## config.mk

```make
export PLATFORM = sky130hd
export DESIGN_NAME = mde_back
export DESIGN_NICKNAME = d
export VERILOG_FILES = /design/src/sv/mde_pkg.sv /design/src/sv/mde_ram.sv /design/src/sv/mde_back.sv
export SDC_FILE = /design/constraint.sdc
export NUM_CORES = 2
export LEC_CHECK = 0
export BUFFER_PORTS_ARGS = -buffer_cell sky130_fd_sc_hd__clkbuf_2
export CORE_AREA = 10 10 388 767
export DETAILED_ROUTE_END_ITERATION = 10
export DIE_AREA = 0 0 398 777
export PLACE_DENSITY = 0.74
export SLEW_MARGIN = 20
export SYNTH_ARGS = -nofsm -noshare
export SYNTH_HDL_FRONTEND = slang
export SYNTH_HIERARCHICAL = 1
export SYNTH_SLANG_ARGS = --single-unit
export TNS_END_PERCENT = 30
```

## constraint.sdc

```tcl
create_clock -name clk -period 17.46 [get_ports clk]
set_clock_uncertainty 0.1 [all_clocks]
set_input_delay 1.746 -clock clk [delete_from_list [all_inputs] [get_ports clk]]
set_output_delay 1.746 -clock clk [all_outputs]
set_load 0.01 [all_outputs]
```

## src/sv/mde_pkg.sv

```systemverilog
// Package for the maze explorer: types, codes and helper functions.
// No dependencies; mde_front, mde_back and the top level import it.
package mde_pkg;

	localparam int MAZE_SIDE_DEF = 16;
	localparam int STACK_DEPTH_DEF = 256;
	localparam int CFG_IDX_W = 2;
	localparam int CFG_DATA_W = 4;

	localparam logic [CFG_IDX_W-1:0] REG_START_X = 2'd0;
	localparam logic [CFG_IDX_W-1:0] REG_START_Y = 2'd1;
	localparam logic [CFG_IDX_W-1:0] REG_START_HEADING = 2'd2;

	typedef enum logic [2:0] {
		ST_MOVE = 3'd0,
		ST_DEAD = 3'd1,
		ST_BACK_ON = 3'd2,
		ST_BACK_END = 3'd3,
		ST_GOAL = 3'd4,
		ST_EMPTY = 3'd5,
		ST_REFUSED = 3'd6
	} status_t;

	typedef enum logic [1:0] {
		MODE_EXPLORE = 2'd0,
		MODE_BACK = 2'd1,
		MODE_GOAL = 2'd2,
		MODE_HALT = 2'd3
	} mode_t;

	localparam logic [1:0] MARK_NONE = 2'd0;
	localparam logic [1:0] MARK_VISITED = 2'd1;
	localparam logic [1:0] MARK_DONE = 2'd2;

	// Front end classification of one word.
	typedef enum logic [1:0] {
		CMD_SCAN = 2'd0,
		CMD_POP = 2'd1,
		CMD_FIXED = 2'd2
	} cmd_kind_t;

	typedef struct packed {
		cmd_kind_t kind;
		status_t fixed_status;
		logic [3:0] walls;
	} cmd_t;

	typedef struct packed {
		logic [2:0] status;
		logic moved;
		logic [1:0] heading;
		logic [3:0] pos_x;
		logic [3:0] pos_y;
	} result_t;

	// Back end state machine.
	typedef enum logic [3:0] {
		BE_IDLE,
		BE_SCAN_RD,
		BE_SCAN_WAIT,
		BE_SCAN_CHK,
		BE_POP_RD,
		BE_POP_WAIT,
		BE_POP_CELL,
		BE_POP_WWAIT,
		BE_POP_CHK,
		BE_OUT
	} be_state_t;

	function automatic logic [2:0] open_count(input logic [3:0] walls);
		return 3'(!walls[0]) + 3'(!walls[1]) + 3'(!walls[2]) + 3'(!walls[3]);
	endfunction

endpackage

```

## src/sv/mde_ram.sv

```systemverilog
// Generic single-port-write, single-port-read RAM with a registered read.
// No dependencies.
module mde_ram #(
	parameter int WIDTH = 8,
	parameter int DEPTH = 256
) (
	input logic clk,
	input logic we,
	input logic [$clog2(DEPTH)-1:0] waddr,
	input logic [WIDTH-1:0] wdata,
	input logic [$clog2(DEPTH)-1:0] raddr,
	output logic [WIDTH-1:0] rdata
);
	logic [WIDTH-1:0] mem [DEPTH];

	always_ff @(posedge clk) begin
		if (we) begin
			mem[waddr] <= wdata;
		end
		rdata <= mem[raddr];
	end
endmodule

```

## src/sv/mde_back.sv

```systemverilog
// Back end: carries out scans and backtracking steps on the maze memories.
// Depends on mde_pkg and mde_ram.
module mde_back #(
	parameter int MAZE_SIDE = mde_pkg::MAZE_SIDE_DEF,
	parameter int STACK_DEPTH = mde_pkg::STACK_DEPTH_DEF
) (
	input logic clk,
	input logic arst_n,
	input logic cmd_valid,
	input mde_pkg::cmd_t cmd,
	output logic cmd_pop,
	output mde_pkg::mode_t mode,
	input logic cfg_we,
	input logic [mde_pkg::CFG_IDX_W-1:0] cfg_idx,
	input logic [mde_pkg::CFG_DATA_W-1:0] cfg_data,
	output logic res_valid,
	input logic res_ready,
	output mde_pkg::result_t res
);
	import mde_pkg::*;

	localparam int CW = $clog2(MAZE_SIDE);
	localparam int CELLS = MAZE_SIDE * MAZE_SIDE;
	localparam int AW = 2 * CW;
	localparam int SW = $clog2(STACK_DEPTH);
	localparam logic [CW-1:0] HALF = CW'(MAZE_SIDE / 2);
	localparam logic [CW-1:0] LAST = CW'(MAZE_SIDE - 1);

	be_state_t st_q, st_d;
	mode_t mode_q;
	logic [CW-1:0] sx_q, sy_q, cx_q, cy_q;
	logic [1:0] sh_q, ch_q;
	logic first_q;
	logic [SW:0] sp_q;
	logic [1:0] step_q;
	logic [3:0] walls_q;
	logic [2:0] stat_q;
	logic moved_q;
	logic [CELLS-1:0] vis_valid_q;

	logic wm_we, vm_we, ps_we;
	logic [AW-1:0] wm_addr, vm_waddr, vm_raddr;
	logic [3:0] wm_rdata;
	logic [1:0] vm_wdata, vm_rdata;
	logic [SW-1:0] ps_waddr, ps_raddr;
	logic [AW-1:0] ps_rdata;
	logic [1:0] vmark;

	logic [1:0] dir;
	logic nb_ok;
	logic [CW-1:0] nx, ny;
	logic [AW-1:0] here, ncell;
	logic goal_here, goal_n;
	logic [CW-1:0] px, py;

	assign here = {cy_q, cx_q};
	assign px = ps_rdata[CW-1:0];
	assign py = ps_rdata[AW-1:CW];

	always_comb begin
		dir = (st_q == BE_POP_CHK || st_q == BE_POP_WWAIT) ? step_q
			: ch_q + 2'd3 + step_q;
		nx = cx_q;
		ny = cy_q;
		nb_ok = 1'b1;
		case (dir)
			2'd0: begin
				nb_ok = cy_q != '0;
				ny = cy_q - 1'b1;
			end
			2'd1: begin
				nb_ok = cx_q != LAST;
				nx = cx_q + 1'b1;
			end
			2'd2: begin
				nb_ok = cy_q != LAST;
				ny = cy_q + 1'b1;
			end
			default: begin
				nb_ok = cx_q != '0;
				nx = cx_q - 1'b1;
			end
		endcase
		ncell = {ny, nx};
		goal_n = (nx == HALF || nx == HALF - 1'b1) && (ny == HALF || ny == HALF - 1'b1);
		goal_here = (cx_q == HALF || cx_q == HALF - 1'b1)
			&& (cy_q == HALF || cy_q == HALF - 1'b1);
	end

	mde_ram #(.WIDTH(4), .DEPTH(CELLS)) u_walls (
		.clk(clk), .we(wm_we), .waddr(here), .wdata(cmd.walls),
		.raddr(wm_addr), .rdata(wm_rdata));
	mde_ram #(.WIDTH(2), .DEPTH(CELLS)) u_marks (
		.clk(clk), .we(vm_we), .waddr(vm_waddr), .wdata(vm_wdata),
		.raddr(vm_raddr), .rdata(vm_rdata));
	mde_ram #(.WIDTH(AW), .DEPTH(STACK_DEPTH)) u_stack (
		.clk(clk), .we(ps_we), .waddr(ps_waddr), .wdata(here),
		.raddr(ps_raddr), .rdata(ps_rdata));

	assign wm_addr = here;
	assign ps_waddr = sp_q[SW-1:0];
	assign ps_raddr = SW'(sp_q - 1'b1);
	// Registered read data of the marks is only valid for entries written
	// since reset; the rest read as unvisited.
	logic [AW-1:0] vm_raddr_q;
	always_ff @(posedge clk) vm_raddr_q <= vm_raddr;
	assign vmark = vis_valid_q[vm_raddr_q] ? vm_rdata : MARK_NONE;

	// Next state.
	always_comb begin
		st_d = st_q;
		case (st_q)
			BE_IDLE: begin
				if (cmd_valid) begin
					case (cmd.kind)
						CMD_SCAN: st_d = BE_SCAN_RD;
						CMD_POP: st_d = (sp_q == '0) ? BE_OUT : BE_POP_RD;
						default: st_d = BE_OUT;
					endcase
				end
			end
			BE_SCAN_RD: st_d = BE_SCAN_WAIT;
			BE_SCAN_WAIT: st_d = BE_SCAN_CHK;
			BE_SCAN_CHK: begin
				if (!walls_q[dir] && nb_ok && vmark == MARK_NONE) begin
					st_d = BE_OUT;
				end else if (step_q == 2'd2) begin
					st_d = BE_OUT;
				end else begin
					st_d = BE_SCAN_WAIT;
				end
			end
			BE_POP_RD: st_d = BE_POP_WAIT;
			BE_POP_WAIT: st_d = BE_POP_CELL;
			BE_POP_CELL: st_d = BE_POP_WWAIT;
			BE_POP_WWAIT: st_d = BE_POP_CHK;
			BE_POP_CHK: begin
				if (!walls_q[dir] && nb_ok && vmark == MARK_NONE) begin
					st_d = BE_OUT;
				end else if (step_q == 2'd3) begin
					st_d = BE_OUT;
				end else begin
					st_d = BE_POP_WWAIT;
				end
			end
			BE_OUT: if (res_ready) st_d = BE_IDLE;
			default: st_d = BE_IDLE;
		endcase
	end

	// Memory controls.
	always_comb begin
		wm_we = 1'b0;
		vm_we = 1'b0;
		ps_we = 1'b0;
		vm_waddr = here;
		vm_wdata = MARK_DONE;
		vm_raddr = ncell;
		case (st_q)
			BE_SCAN_RD: begin
				wm_we = 1'b1;
				vm_wdata = (first_q && open_count(cmd.walls) == 3'd1) ? MARK_DONE
					: MARK_VISITED;
				vm_we = first_q
					|| (open_count(cmd.walls) == 3'd2 && here != '0);
				if (open_count(cmd.walls) == 3'd2 && here != '0) begin
					vm_wdata = MARK_DONE;
				end
			end
			BE_SCAN_CHK: begin
				if (!walls_q[dir] && nb_ok && vmark == MARK_NONE
						&& sp_q < (SW+1)'(STACK_DEPTH)) begin
					ps_we = 1'b1;
					vm_we = 1'b1;
					vm_waddr = ncell;
					vm_wdata = MARK_VISITED;
				end
			end
			BE_POP_CHK: begin
				if (step_q == 2'd3 && !(!walls_q[dir] && nb_ok && vmark == MARK_NONE)) begin
					vm_we = 1'b1;
				end
			end
			default: ;
		endcase
	end

	always_comb begin
		cmd_pop = st_q == BE_OUT && res_ready;
		res_valid = st_q == BE_OUT;
		res.status = stat_q;
		res.moved = moved_q;
		res.heading = ch_q;
		res.pos_x = 4'(cx_q);
		res.pos_y = 4'(cy_q);
	end
	assign mode = mode_q;

	always_ff @(posedge clk or negedge arst_n) begin
		if (!arst_n) begin
			st_q <= BE_IDLE;
			mode_q <= MODE_EXPLORE;
			sx_q <= '0;
			sy_q <= '0;
			sh_q <= '0;
			cx_q <= '0;
			cy_q <= '0;
			ch_q <= '0;
			first_q <= 1'b1;
			sp_q <= '0;
			step_q <= '0;
			walls_q <= '0;
			stat_q <= '0;
			moved_q <= 1'b0;
			vis_valid_q <= '0;
		end else begin
			st_q <= st_d;
			if (cfg_we) begin
				case (cfg_idx)
					REG_START_X: begin
						sx_q <= (cfg_data > 4'(LAST)) ? LAST : CW'(cfg_data);
						if (first_q) cx_q <= (cfg_data > 4'(LAST)) ? LAST : CW'(cfg_data);
					end
					REG_START_Y: begin
						sy_q <= (cfg_data > 4'(LAST)) ? LAST : CW'(cfg_data);
						if (first_q) cy_q <= (cfg_data > 4'(LAST)) ? LAST : CW'(cfg_data);
					end
					REG_START_HEADING: begin
						sh_q <= cfg_data[1:0];
						if (first_q) ch_q <= cfg_data[1:0];
					end
					default: ;
				endcase
			end
			if (vm_we) vis_valid_q[vm_waddr] <= 1'b1;
			case (st_q)
				BE_IDLE: begin
					step_q <= '0;
					moved_q <= 1'b0;
					walls_q <= cmd.walls;
					stat_q <= (cmd.kind == CMD_FIXED) ? cmd.fixed_status : ST_EMPTY;
					if (cmd_valid && cmd.kind == CMD_POP && sp_q == '0) begin
						mode_q <= MODE_HALT;
					end
				end
				BE_SCAN_RD: first_q <= 1'b0;
				BE_SCAN_CHK: begin
					step_q <= step_q + 2'd1;
					if (!walls_q[dir] && nb_ok && vmark == MARK_NONE) begin
						if (sp_q >= (SW+1)'(STACK_DEPTH)) begin
							stat_q <= ST_REFUSED;
						end else begin
							sp_q <= sp_q + 1'b1;
							ch_q <= dir;
							cx_q <= nx;
							cy_q <= ny;
							moved_q <= 1'b1;
							stat_q <= goal_n ? ST_GOAL : ST_MOVE;
							if (goal_n) mode_q <= MODE_GOAL;
						end
					end else if (step_q == 2'd2) begin
						stat_q <= ST_DEAD;
						mode_q <= MODE_BACK;
					end
				end
				BE_POP_RD: sp_q <= sp_q - 1'b1;
				BE_POP_WAIT: begin
					if (py < cy_q) ch_q <= 2'd0;
					else if (px > cx_q) ch_q <= 2'd1;
					else if (py > cy_q) ch_q <= 2'd2;
					else if (px < cx_q) ch_q <= 2'd3;
					cx_q <= px;
					cy_q <= py;
					moved_q <= 1'b1;
				end
				BE_POP_WWAIT: walls_q <= wm_rdata;
				BE_POP_CHK: begin
					step_q <= step_q + 2'd1;
					if (!walls_q[dir] && nb_ok && vmark == MARK_NONE) begin
						stat_q <= goal_here ? ST_GOAL : ST_BACK_END;
						mode_q <= goal_here ? MODE_GOAL : MODE_EXPLORE;
					end else if (step_q == 2'd3) begin
						stat_q <= ST_BACK_ON;
					end
				end
				default: ;
			endcase
		end
	end

`ifndef SYNTHESIS
	a_stack_bound: assert property (@(posedge clk) disable iff (!arst_n)
		sp_q <= (SW+1)'(STACK_DEPTH)) else $error("stack pointer out of range");
	a_push_moves: assert property (@(posedge clk) disable iff (!arst_n)
		ps_we |=> moved_q) else $error("push without a move");
	a_out_hold: assert property (@(posedge clk) disable iff (!arst_n)
		res_valid && !res_ready |=> res_valid && $stable(stat_q))
		else $error("result dropped");
`endif
endmodule

```

==> run metrics <==
total track usage 25.7%; Avg Inst Size Synth 19.0 µm²; Routed Antenna Nets 0; worst slack, placed 9.90 ns; clk sinks 3,898; clock transition at the registers of the reported paths 0.07 ns; share of layout cells above drive strength 1 19.8%; Placed Cells 11,700; wire length of the first global-routing pass 582,000 µm; Synth Warn # 6; Yosys top cell area share 68.9%; post-synthesis sequential area ratio 73.8%; failing checks design-rule violations; Cell Int Power 19.7 mW; Post-CTS Setup Inserts 0; minimum clock period after layout 7.78 ns; die area 0.309 mm²; H-tree levels 5; switch share 38.3%; Max Fanout on Critical Path 55; synth top area cells edfxtp_1 (69%), mux4_2 (12%), dfrtp_1 (4.7%), nor2_1 (2.1%), mux2i_1 (1.9%); Min-Delay Path Class flop to flop; Cell Area, Synth 0.156 mm²; Post-layout nets 8,290; largest net degree at the start of global routing 202; CP max-delay cell nand4_1; Top FF cell, synth edfxtp_1; CP Data Arrival Time 8.22 ns; initial core utilization 54.9%; kind of critical path flop to flop; DRT Pass-1 Iters 10; HPWL after DPL 261,000 µm; Top Ports 38; XOR/XNOR Fraction of Synth Area 0.175%; simple logic cell fraction of the synthesized area 4.26%; Synth cell types 106; fin worst setup slack 9.68 ns; max incr delay on CP 1.04 ns; Pwr Total 31.9 mW; vias in the first global route 85,100; part of the power in registers 36.5%; GR Overflow Total 0; critical path's most frequent cell buf_4; setup_tns 0 ns; status complete, but fails checks; adder-cell area share of the yosys netlist 0.199%; CTS Buf Count 328; Crit path max-delay family simple AND/OR/NAND/NOR gates; combinational fraction of design power 40.4%; GPL Wtd Cong 0.977; Non-Filler Instances 12,300; Max Slew Vio Count 0; max_slew headroom 16.0%; Worst Tran Pin Value 1.25 ns; Seq cells post-synth 3,898; Worst-Skew Late Latency 0.94 ns; RSZ-0062 raised after global routing no; crit path launch type flop; Worst EP required 17.91 ns; Die Wd 398 µm; routed wire length 401,000 µm; Root Driver clkbuf_16; drc violations 2; P_sw 12.2 mW; Avg WL per Cell 32.6 µm; Layout fillers 19,600; Critical Path Sink Type flop; DRT iter0 DRCs 8,404; Core Region 0.285 mm²; Clock power frac 23.1%; Power Density 187 mW/mm²; Final period util 44.5%; Gate Count Post-Synth 8,238; Area growth syn-to-layout 9.17%; die height 777 µm; mux contribution to synthesized area 14.7%; Lkg Pwr 53.9 nW; initial antenna violation count 7; ys async rst share 7.49%; Final Hold Fails 0; utilization after layout 60.0%; TritonCTS clock tree built; max_cap viols 0; Buf+Inv Stages, Crit Path 4; net count after synthesis 8,281; largest family of logic cells by synthesized area multiplexers; Cell Chain, Critical Path buf_4 > mux4_2 > mux4_2 > mux2i_1 > o2111ai_1 > a2bb2oi_1 > a211oi_4 > buf_4 > buf_4 > nand2_1 > xnor2_1 > buf_4 > nor2b_1 > nand4_1 > nor2_1; # resized after CTS 0; Row Count 277; VDD IR max 0.315 mV; Port Buffers 37; EDFF count, synth 3,584; CTS Buffer Depth 4; DR vias/cell 6.61; final setup violating endpoints 0; Synth area leader edfxtp_1; post-synthesis compound-gate area fraction 4.72%; # hold bufs at CTS 0; FMAX 0.129 GHz; DR vias 81,300
## state kept, by name, summed over array words and instances (netlist names)
signal / cells
cy_q: 4
u_marks/mem: 512
sp_q: 9
u_walls/mem: 1024
stat_q: 3
st_q: 4
u_stack/rdata: 8
moved_q: 1
step_q: 2
cx_q: 4
u_marks/rdata: 2
first_q: 1
vis_valid_q: 256
mode: 2
u_walls/rdata: 4
walls_q: 4
vm_raddr_q: 8
u_stack/mem: 2048
ch_q: 2
## stage by stage
step | hold WS [ns] | area (µm²)
after floorplan | 0.310 | 156000
after global placement | 0.343 | 160000
after detailed placement | 0.356 | 160000
after CTS | 0.372 | 171000
after global routing | 0.383 | 171000
final | 0.367 | 171000
## final cells by class
cell class / count / area [µm²] / area share (%)
diodes: 10 / 25.0 / 0.0147
clock buffers: 406 / 8740 / 5.12
clock inverters: 187 / 1940 / 1.14
inverters: 43 / 181 / 0.106
multi-input cells: 3769 / 38000 / 22.3
flip-flops and latches: 3898 / 115000 / 67.6
well taps: 3766 / 4710 / 2.76
repair buffers: 207 / 1620 / 0.948
## metal layers
layer	track usage [%]	part of all wire (%)
met1	26.8	30
met2	46.1	53
met3	3.60	6.5
met4	20.5	9.6
met5	0	0.0037
## worst paths after layout
path / start / to / slack [ns] / depth (start not counted)
worst max-delay path: vm_raddr_q[2] / u_marks/mem[142][1] / 9.68 / 15
worst min-delay path: vis_valid_q[84] / vis_valid_q[84] / 0.37 / 1
worst max register to register: vm_raddr_q[2] / u_marks/mem[142][1] / 9.68 / 15
worst min register to register: vis_valid_q[84] / vis_valid_q[84] / 0.37 / 1
max in group asynchronous: arst_n / cx_q[1] / 14.00 / 4
min in group asynchronous: arst_n / vis_valid_q[233] / 0.64 / 1
## placed cells by master (no fill, tap or decap), types with 38 or more instances in the layout
cell type / count
clkinv_2: 52
clkbuf_1: 61
edfxtp_1: 3584
buf_4: 155
a21oi_1: 138
o21bai_1: 250
a211oi_1: 39
o21ai_0: 71
mux2i_1: 293
o221ai_1: 74
clkbuf_16: 334
mux4_2: 854
nor2_1: 862
a22oi_1: 176
nand3_1: 111
nor3_1: 52
nand4_1: 38
clkinv_1: 51
nand2_1: 203
nor2b_1: 73
dfrtp_1: 283
o22ai_1: 49
## cell usage after synthesis (all sizes together) (21+ instances only)
cell type and count:
dfxtp 22, o22ai 50, edfxtp 3584, o21ai 81, a21oi 141, nor3 56
nand2 212, nor4 38, nand3 118, mux2i 297, a2111oi 21, a22oi 176
a211oi 41, nor2 868, dfrtp 291, o211ai 28, nor2b 78, mux4 876
nand4 38, a221oi 30, a31oi 22, o21bai 250, nand2b 31, inv 42
o221ai 75, clkbuf 258, buf 269
## power by group through the flow
stage	Clock [mW]	Combinational [mW]	Sequential, mW
2_1_floorplan	0	8.49	12.1
3_3_place_gp	0	12.4	11.8
3_5_place_dp	0	12.7	11.8
4_1_cts	7.48	12.7	11.6
5_1_grt	7.81	13.3	11.7
6_report	7.38	12.9	11.7
## logic make-up after synthesis
kind of cell	count (synthesis)
DFF	3898
muxes	1192
and+or+nand+nor	1511
buffers and inverters	571
AOI/OAI and AO/OA	1015
xor gates and xnor gates	28
adders and majority gates	23
Note: power is estimated with default switching activity, not from simulation.
